--- src/sv/hvt_pkg.sv ---
// shared types and constants of the homogeneous vertex transform unit
package hvt_pkg;

   localparam int NumRegs   = 8;
   localparam int IndexBits = 4;
   localparam int FixBits   = 32;
   localparam int FracBits  = 16;
   localparam int ProdBits  = 2 * FixBits;
   localparam int PairBits  = ProdBits + 1;
   localparam int SumBits   = ProdBits + 2;
   localparam int Latency   = 5;

   localparam logic [ProdBits-1:0] CoefOne = ProdBits'(64'h0000_0000_0001_0000);

   typedef logic signed [FixBits-1:0] fix_type;
   typedef fix_type [3:0] vec_type;
   typedef vec_type [3:0] matrix_type;

   typedef struct packed {
      logic signed [31:0] in_x;
      logic signed [31:0] in_y;
      logic signed [31:0] in_z;
      logic signed [31:0] in_w;
      logic               in_last;
   } req_type;

   typedef struct packed {
      logic signed [31:0] out_x;
      logic signed [31:0] out_y;
      logic signed [31:0] out_z;
      logic signed [31:0] out_w;
      logic               out_saturated;
      logic               out_last;
   } rsp_type;

   typedef struct packed {
      fix_type value;
      logic    saturated;
   } row_result_type;

   function automatic logic [ProdBits-1:0] reset_value(input logic [IndexBits-1:0] index);
      logic [ProdBits-1:0] value;
      value = '0;
      case (index)
         4'd0: value = CoefOne;
         4'd2: value = CoefOne << FixBits;
         4'd5: value = CoefOne;
         4'd7: value = CoefOne << FixBits;
         default: value = '0;
      endcase
      return value;
   endfunction

endpackage

--- src/sv/hvt_csr.sv ---
// matrix coefficient registers written through the configuration channel
module hvt_csr
   import hvt_pkg::*;
(
   input  logic                 clock,
   input  logic                 reset,
   input  logic                 csr_valid,
   output logic                 csr_ready,
   input  logic [IndexBits-1:0] csr_index,
   input  logic [ProdBits-1:0]  csr_data,
   output matrix_type           matrix
);

   logic [NumRegs-1:0][ProdBits-1:0] regs_ff;
   logic [NumRegs-1:0][ProdBits-1:0] regs_in;

   assign csr_ready = 1'b1;

   always_comb begin
      regs_in = regs_ff;
      if (csr_valid && csr_ready && (csr_index < IndexBits'(NumRegs))) begin
         regs_in[csr_index[2:0]] = csr_data;
      end
   end

   always_ff @(posedge clock) begin
      if (reset) begin
         for (int i = 0; i < NumRegs; i++) begin
            regs_ff[i] <= reset_value(IndexBits'(i));
         end
      end else begin
         regs_ff <= regs_in;
      end
   end

   always_comb begin
      for (int r = 0; r < 4; r++) begin
         matrix[r][0] = regs_ff[2*r][FixBits-1:0];
         matrix[r][1] = regs_ff[2*r][ProdBits-1:FixBits];
         matrix[r][2] = regs_ff[2*r+1][FixBits-1:0];
         matrix[r][3] = regs_ff[2*r+1][ProdBits-1:FixBits];
      end
   end

endmodule

--- config.mk ---
export PLATFORM = sky130hd
export DESIGN_NAME = hvt_csr
export DESIGN_NICKNAME = d
export VERILOG_FILES = /design/src/sv/hvt_pkg.sv /design/src/sv/hvt_csr.sv
export SDC_FILE = /design/constraint.sdc
export NUM_CORES = 1
export LEC_CHECK = 0
export BUFFER_PORTS_ARGS = -buffer_cell sky130_fd_sc_hd__buf_2
export CAP_MARGIN = 25
export CORE_ASPECT_RATIO = 0.5
export CORE_MARGIN = 2
export CORE_UTILIZATION = 50
export DETAILED_ROUTE_END_ITERATION = 10
export PLACE_DENSITY = 0.77
export SYNTH_ARGS = -nofsm -noshare
export SYNTH_HDL_FRONTEND = slang
export SYNTH_SLANG_ARGS = --single-unit
--- constraint.sdc ---
create_clock -name clock -period 1.5 [get_ports clock]
set_input_delay 0.15 -clock clock [delete_from_list [all_inputs] [get_ports clock]]
set_output_delay 0.15 -clock clock [all_outputs]
set_load 0.01 [all_outputs]
==> impl_metrics.env, run 1 <==
export IMPL_nets=2417
export IMPL_syn_inst=1799
export IMPL_clock_sinks=512
export IMPL_largest_reg_flops=512
export IMPL_clock_latency_ps=530
export IMPL_stdcell_count=2906
export IMPL_synthArstFlopShare_pct=0
export IMPL_rows=51
export IMPL_rsz0062_at_grt="no"
export IMPL_yosysTopAreaCellShare_pct=51.16
export IMPL_worstSetupPathType="register to primary output"
export IMPL_cp_start_kind="register"
export IMPL_max_freq_mhz=809.0
export IMPL_core_sq_um=39180
export IMPL_drive_gt1_share_pct=32.11
export IMPL_drv_slew=0
export IMPL_finalWirelength_microns=57560
export IMPL_grt_usage_pct=26.67
export IMPL_clock_skew_ps=0
export IMPL_finalSetupViolations=0
export IMPL_fill_cells=3208
export IMPL_io_pins=584
export IMPL_power_total_w=0.02781
export IMPL_grt_pass1_wl_microns=87230
export IMPL_fp_dieW_microns=287.1
export IMPL_clk_pin_slew_ps=70
export IMPL_finalCritPeriodShare_pct=82.41
export IMPL_hp_class="input pin to register"
export IMPL_cp_top_family="flip-flops"
export IMPL_cts_tree="built"
export IMPL_synth_nets=1870
export IMPL_crit_arrival_ps=1090
export IMPL_grt_pass1_vias=14340
export IMPL_antenna_found_initial=0
export IMPL_detail_route_antenna_nets=0
export IMPL_die_h_microns=145.5
export IMPL_grt_max_degree=78
export IMPL_cts_buffers=45
export IMPL_area_growth_pct=27.34
export IMPL_fin_setup_tns_ps=0
export IMPL_finalCriticalPeriod_ps=1236
export IMPL_n_antenna_cell=0
export IMPL_drcViolationCount=0
export IMPL_place_inst=2827
export IMPL_cts_resized=0
export IMPL_maxCapViolCount=0
export IMPL_io_buffers=582
export IMPL_p_leak_nw=14.09
export IMPL_synth_edf_count=0
export IMPL_crit_buf_inv=1
export IMPL_drt_iter0_markers=673
export IMPL_initial_utilization_pct=51.13
export IMPL_viasPerCell=4.990
export IMPL_dr_pass1_iters=5
export IMPL_vias=14500
export IMPL_die_area_sq_um=41780
export IMPL_slowest_delay_ps=390
export IMPL_crit_path_end_kind="primary output"
export IMPL_grt_overflow_total=0
export IMPL_cts_root_buf="clkbuf_16"
export IMPL_h_tree_depth=2
export IMPL_hold_viol_final=0
export IMPL_seq_area_frac_synth_pct=51.16
export IMPL_synth_top_cell_by_area="dfxtp_1"
export IMPL_synth_seq_cells=512
export IMPL_wl_per_cell_microns=19.81
export IMPL_seq_area_sq_um=10250
export IMPL_ys_flop_type="dfxtp_1"
export IMPL_pwr_density_cell_nw_per_um2=1090
export IMPL_crit_fanout=2
export IMPL_worstPathCellList="buf_2"
export IMPL_yosysMostFrequentCell="nand2b_1"
export IMPL_avgSynthCellArea_sq_um=11.14
export IMPL_multi_input_area_sq_um=8885
export IMPL_status="complete, no violations"
export IMPL_hpwlAfterDp_microns=40930
export IMPL_ys_types=18
export IMPL_yosysWarnings=0
export IMPL_synth_cell_area_sq_um=20030
export IMPL_ir_worst_vdd_v=0.0006687
export IMPL_required_ps=1350
export IMPL_synthTopCellsByArea="dfxtp_1, mux2i_1, nand2b_1, clkbuf_1, buf_6"
export IMPL_gp_congestion=0.8596
export IMPL_yosys_top_cells_count="nand2b_1, dfxtp_1, mux2i_1"
export IMPL_cts_buffer_depth=3
export IMPL_critPathSlowestCell="dfxtp_1"
## worst paths after layout
kind / start / to / slack (ps) / cells after the start
min: csr_data[12] / matrix[140] / 20 / 4
max: matrix[257] / matrix[257] / 260 / 1
min reg2reg: matrix[125] / matrix[125] / 470 / 2
max reg2reg: matrix[302] / matrix[302] / 810 / 2
## cell families (layout without fill, tap and decap cells)
kind of cell | count (synthesis) | in the layout | share of synthesized area [%]
flip-flops | 512 | 512 | 51.16
buffers and inverters | 181 | 758 | 4.747
AND/OR/NAND/NOR | 593 | 593 | 18.49
other | 1 | 1 | 0.01872
multiplexers | 512 | 512 | 25.58
## cell usage in the layout (no fill, tap or decap), types with 2 or more instances in the layout
master           n
bufinv_16        5
nand3_4          2
mux2i_1        512
clkinv_2         7
clkbuf_8        12
clkinvlp_4       3
nor2_1           7
dfxtp_1        512
buf_12          41
clkbuf_16       45
buf_4           56
dlygate4sd3_1    2
nand2b_1       572
nand2_4          6
buf_2          581
nor2b_1          2
clkbuf_1         3
inv_6            2
## per-layer routing
| layer | wire [microns] | vias to the layer above | share of wire, % | track usage (%) |
|---|---|---|---|---|
| li1 | - | 6934 | - | - |
| met1 | 23750 | 7127 | 41 | 32.51 |
| met4 | 2396 | 0 | 4.2 | 10.99 |
| met3 | 1931 | 135 | 3.4 | 3.339 |
| met5 | 0 | - | 0 | 0 |
| met2 | 29480 | 305 | 51 | 47.60 |
## worst reg2reg max path, cell delays in order (launching register included)
cell and delay [ps]:
dfxtp_1 350, nand2b_1 80, mux2i_1 180
## what timing repair did
item                                    in CTS  in global routing
hold buffers                                 2                  0
setup buffers                                0                  0
endpoints found under the hold margin        4                  0
endpoints found under the setup margin       0                  0
## power by group
| group | internal, W | switching [W] |
|---|---|---|
| combinational | 0.000840 | 0.000948 |
| sequential | 0.0138 | 0.0000886 |
| clock | 0.00696 | 0.00520 |
| total | 0.0216 | 0.00624 |
## metrics by stage
step           util [%]  area [sq um]  hold slack, ps  setup slack (ps)
6_report          65.11         25510           21.55             263.9
5_1_grt           65.11         25510           9.832             218.1
4_1_cts           65.11         25510           2.165             223.5
3_5_place_dp      61.16         23960           456.7             51.13
3_3_place_gp      61.16         23960           445.9             75.14
2_1_floorplan         -         20030           321.0             342.5
## layout make-up
class | count | area share (%)
multi-input combinational | 1106 | 34.83
sequential | 512 | 40.18
clock buffer | 60 | 5.106
timing repair buffer | 681 | 16.40
tap | 530 | 2.600
clock inverter | 17 | 0.8829
Note: power is estimated with default switching activity, not from simulation.
==> run 2, diff against run 1 <==
CORE_UTILIZATION = 47   (was 50)
PLACE_DENSITY = 0.76   (was 0.77)
clock period = 1.1 ns   (was 1.5 ns; I/O delays follow)
==> impl_metrics.env, run 2 (same netlist as run 1, synthesis figures left out) <==
export IMPL_detail_route_antenna_nets=0
export IMPL_drt_iter0_markers=846
export IMPL_required_ps=990
export IMPL_pwr_density_cell_nw_per_um2=1226
export IMPL_area_growth_pct=62.63
export IMPL_drv_slew=0
export IMPL_hp_class="input pin to register"
export IMPL_min_to="matrix[58]"
export IMPL_io_buffers=582
export IMPL_fill_cells=2316
export IMPL_die_h_microns=150.0
export IMPL_crit_fanout=2
export IMPL_mostFrequentLayoutCells="nand2b_1, mux2i_1, buf_6, dfxtp_2, buf_4"
export IMPL_fp_dieW_microns=296.0
export IMPL_crit_arrival_ps=1050
export IMPL_grt_pass1_wl_microns=102800
export IMPL_place_inst=2936
export IMPL_drive_gt1_share_pct=57.25
export IMPL_drcViolationCount=0
export IMPL_p_leak_nw=16.59
export IMPL_cts_buffers=46
export IMPL_gp_congestion=0.8696
export IMPL_grt_pass1_vias=17260
export IMPL_clk_pin_slew_ps=80
export IMPL_stdcell_count=3296
export IMPL_crit_buf_inv=1
export IMPL_worstSetupPathType="register to primary output"
export IMPL_r2r_slack_ps=210
export IMPL_grt_usage_pct=30.33
export IMPL_finalWirelength_microns=74060
export IMPL_fin_ws_ps=-55.50
export IMPL_dr_pass1_iters=5
export IMPL_antenna_found_initial=0
export IMPL_critPathSlowestCell="dfxtp_2"
export IMPL_rows=53
export IMPL_wl_per_cell_microns=22.47
export IMPL_h_tree_depth=2
export IMPL_final_util_pct=77.49
export IMPL_finalCriticalPeriod_ps=1156
export IMPL_clock_latency_ps=550
export IMPL_hpwlAfterDp_microns=43620
export IMPL_r2r_cells=4
export IMPL_crit_path_end_kind="primary output"
export IMPL_viasPerCell=5.133
export IMPL_io_pins=584
export IMPL_cts_buffer_depth=3
export IMPL_violations="setup timing"
export IMPL_grt_max_degree=47
export IMPL_worstPathCellList="buf_6"
export IMPL_maxCapViolCount=0
export IMPL_cp_top_family="flip-flops"
export IMPL_rsz0062_at_grt="yes"
export IMPL_max_freq_mhz=865.4
export IMPL_cts_tree="built"
export IMPL_min_path_cells=3
export IMPL_clock_sinks=512
export IMPL_r2r_end="matrix[333]"
export IMPL_layout_commonest_cell="nand2b_1"
export IMPL_finalSetupViolations=389
export IMPL_ir_worst_vdd_v=0.001257
export IMPL_cts_root_buf="clkbuf_16"
export IMPL_hold_viol_final=0
export IMPL_nets=2755
export IMPL_vias=16920
export IMPL_clock_skew_ps=0
export IMPL_die_area_sq_um=44390
export IMPL_core_sq_um=42040
export IMPL_finalCritPeriodShare_pct=105.0
export IMPL_timing_rr_start="matrix[333]"
export IMPL_grt_overflow_total=0
export IMPL_status="finished with violations"
export IMPL_initial_utilization_pct=47.65
export IMPL_cp_start_kind="register"
export IMPL_largest_reg_flops=512
export IMPL_slowest_delay_ps=370
export IMPL_holdCritStartpoint="csr_data[58]"
-- run 2: what timing repair did --
action,4_1_cts,5_1_grt
hold endpoints to repair,393,0
gates cloned,0,0
setup endpoints to repair,512,512
buffers inserted,61,160
resized for setup,1165,2
hold buffers,56,0
-- run 2: worst max-delay path by stage --
stage               cells past startpoint          end    startpoint
global route                            1  matrix[214]   matrix[214]
CTS                                     1  matrix[428]   matrix[428]
floorplan                               7  matrix[101]         reset
finish                                  1  matrix[404]   matrix[404]
global placement                        6   matrix[21]  csr_index[3]
detailed placement                      6  matrix[116]  csr_index[3]
-- run 2: area by class of cell --
| class | instances | area [sq um] | area share [%] |
|---|---|---|---|
| diodes | 1 | 2.502 | 0.007681 |
| well taps | 577 | 721.9 | 2.216 |
| multi-input cells | 1106 | 8885 | 27.27 |
| clock buffers | 66 | 1360 | 4.175 |
| clock inverters | 16 | 236.5 | 0.7259 |
| flip-flops and latches | 512 | 10900 | 33.44 |
| repair buffers | 1018 | 10480 | 32.16 |
-- run 2: metal layers --
layer / track usage, % / wire length [microns] / up-vias
met4: 23.66 / 6438 / 0
met2: 53.65 / 37620 / 687
met5: 0 / 0 / -
met3: 4.842 / 3010 / 348
li1: - / - / 7625
met1: 32.78 / 26990 / 8260
-- run 2: report_power, final --
part | internal [W] | leakage, nW | switching (W) | total [W]
registers | 0.0188 | 4.39 | 0.000188 | 0.0190
logic | 0.00191 | 11.4 | 0.00154 | 0.00345
clock network | 0.0100 | 0.786 | 0.00748 | 0.0175
-- run 2: through the flow --
| step | setup TNS, ps | hold slack, ps | setup WS (ps) | total power (W) | area [sq um] |
|---|---|---|---|---|---|
| floorplan | 0 | 281.0 | 4.454 | 0.02069 | 20050 |
| global placement | -91390 | 394.5 | -266.4 | 0.02204 | 24910 |
| detailed placement | -86650 | 406.9 | -265.7 | 0.02206 | 24910 |
| CTS | -13040 | 12.34 | -65.48 | 0.03965 | 31370 |
| global route | -23190 | 40.09 | -86.45 | 0.04108 | 32580 |
| finish | -3904 | 29.48 | -55.50 | 0.03994 | 32580 |
==> run 3, diff against run 2 <==
CORE_AREA = 2 2 229 231   (was not set)
CORE_ASPECT_RATIO = not set   (was 0.5)
CORE_MARGIN = not set   (was 2)
CORE_UTILIZATION = not set   (was 47)
DIE_AREA = 0 0 231 233   (was not set)
PLACE_DENSITY = 0.65   (was 0.76)
REMOVE_ABC_BUFFERS = 1   (was not set)
==> impl_metrics.env, run 3 (same netlist as run 1, synthesis figures left out) <==
export IMPL_required_ps=990
export IMPL_wl_per_cell_microns=19.69
export IMPL_cts_buffer_depth=3
export IMPL_pwr_density_cell_nw_per_um2=1232
export IMPL_worstPathCellList="buf_6"
export IMPL_antenna_found_initial=0
export IMPL_drcViolationCount=0
export IMPL_die_h_microns=233
export IMPL_crit_buf_inv=1
export IMPL_grt_usage_pct=23.15
export IMPL_p_leak_nw=16.42
export IMPL_seq_power_share_pct=47.7
export IMPL_grt_overflow_total=0
export IMPL_fill_cells=3741
export IMPL_finalCriticalPeriod_ps=1171
export IMPL_hpwlAfterDp_microns=42150
export IMPL_nets=2745
export IMPL_finalCritPeriodShare_pct=106.5
export IMPL_fin_ws_ps=-71.08
export IMPL_cts_root_buf="clkbuf_16"
export IMPL_vias=16190
export IMPL_place_area_sq_um=24500
export IMPL_die_area_sq_um=53820
export IMPL_cts_tree="built"
export IMPL_mostFrequentLayoutCells="nand2b_1, mux2i_1, buf_6, dfxtp_2, buf_4"
export IMPL_worstSetupPathType="register to primary output"
export IMPL_h_tree_depth=2
export IMPL_r2r_cells=4
export IMPL_io_buffers=582
export IMPL_crit_arrival_ps=1060
export IMPL_slowest_delay_ps=370
export IMPL_violations="setup timing"
export IMPL_p_clk_share_pct=44.5
export IMPL_largest_reg_flops=512
export IMPL_clock_sinks=512
export IMPL_rsz0062_at_grt="yes"
export IMPL_cts_buffers=53
export IMPL_gp_congestion=0.8355
export IMPL_dr_pass1_iters=4
export IMPL_max_freq_mhz=853.9
export IMPL_intPower_w=0.03082
export IMPL_crit_path_end_kind="primary output"
export IMPL_postLayoutCellArea_sq_um=32330
export IMPL_hp_class="input pin to register"
export IMPL_viasPerCell=4.768
export IMPL_clk_pin_slew_ps=60
export IMPL_drt_iter0_markers=557
export IMPL_crit_fanout=2
export IMPL_fp_dieW_microns=231
export IMPL_min_path_cells=3
export IMPL_layout_commonest_cell="nand2b_1"
export IMPL_post_place_ws_ps=-341.5
export IMPL_p_comb_share_pct=7.8
export IMPL_drive_gt1_share_pct=57.07
export IMPL_use_met2_pct=39.09
export IMPL_critPathSlowestCell="dfxtp_2"
export IMPL_status="finished with violations"
export IMPL_cp_start_kind="register"
export IMPL_maxCapViolCount=0
export IMPL_grt_max_degree=56
export IMPL_clock_latency_ps=590
export IMPL_critical_path_depth=1
export IMPL_grt_pass1_vias=16590
export IMPL_cp_top_family="flip-flops"
export IMPL_finalSetupViolations=512
export IMPL_grt_pass1_wl_microns=97040
export IMPL_ir_worst_vdd_v=0.001149
export IMPL_power_total_w=0.03985
export IMPL_use_met1_pct=26.71
export IMPL_drv_slew=0
export IMPL_finalWirelength_microns=66860
export IMPL_io_pins=584
export IMPL_core_sq_um=51090
export IMPL_met3_usage_pct=7.414
export IMPL_p_switching_w=0.009030
export IMPL_clock_skew_ps=0
export IMPL_initial_utilization_pct=39.21
export IMPL_detail_route_antenna_nets=0
export IMPL_n_antenna_cell=0
export IMPL_area_growth_pct=61.40
export IMPL_final_util_pct=63.28
export IMPL_hold_viol_final=0
export IMPL_rows=83
export IMPL_swShare_pct=22.66
export IMPL_grt_busiest_layer="met2"
==> run 3: per-layer routing <==
metal	wire length [microns]	share of wire, %	vias up
li1	-	-	7604
met1	27000	40	7866
met2	31970	48	548
met3	4874	7.3	173
met4	3010	4.5	0
met5	0	0	-
==> run 3: cell type report <==
cell class                      instances  area [sq um]  area share [%]
Tap cell                              680         850.8           2.631
Multi-Input combinational cell       1106          8885           27.48
Clock buffer                           82          1648           5.097
Timing Repair Buffer                 1001          9972           30.84
Clock inverter                         15         81.33          0.2515
Sequential cell                       512         10900           33.70
==> run 3: through the flow <==
stage	cells	setup TNS (ps)	hold WS (ps)
6_report	3396	-16980	40.78
5_1_grt	3396	-38250	78.45
4_1_cts	3246	-36160	5.619
3_5_place_dp	3019	-106070	428.4
3_3_place_gp	3019	-98850	398.7
2_1_floorplan	1618	-566170	266.5
==> run 3: timing repair <==
item / CTS / global route
hold buffers: 60 / 0
pin swaps: 0 / 0
hold endpoints to repair: 466 / 0
endpoints found under the setup margin: 512 / 512
setup buffers: 70 / 150
resized for setup: 1141 / 1
==> run 3: power groups by stage <==
stage	clock, W	sequential [W]	combinational, W
4_1_cts	0.0180	0.0190	0.00299
5_1_grt	0.0188	0.0190	0.00330
3_3_place_gp	0	0.0193	0.00247
3_5_place_dp	0	0.0193	0.00250
6_report	0.0177	0.0190	0.00313
2_1_floorplan	0	0.0194	0.000998
==> run 3: worst paths after layout <==
path           startpoint          end  slack [ps]
max            matrix[16]   matrix[16]         -70
min          csr_data[47]  matrix[431]          40
max reg2reg   matrix[434]  matrix[434]         260
min reg2reg   matrix[391]  matrix[391]         480
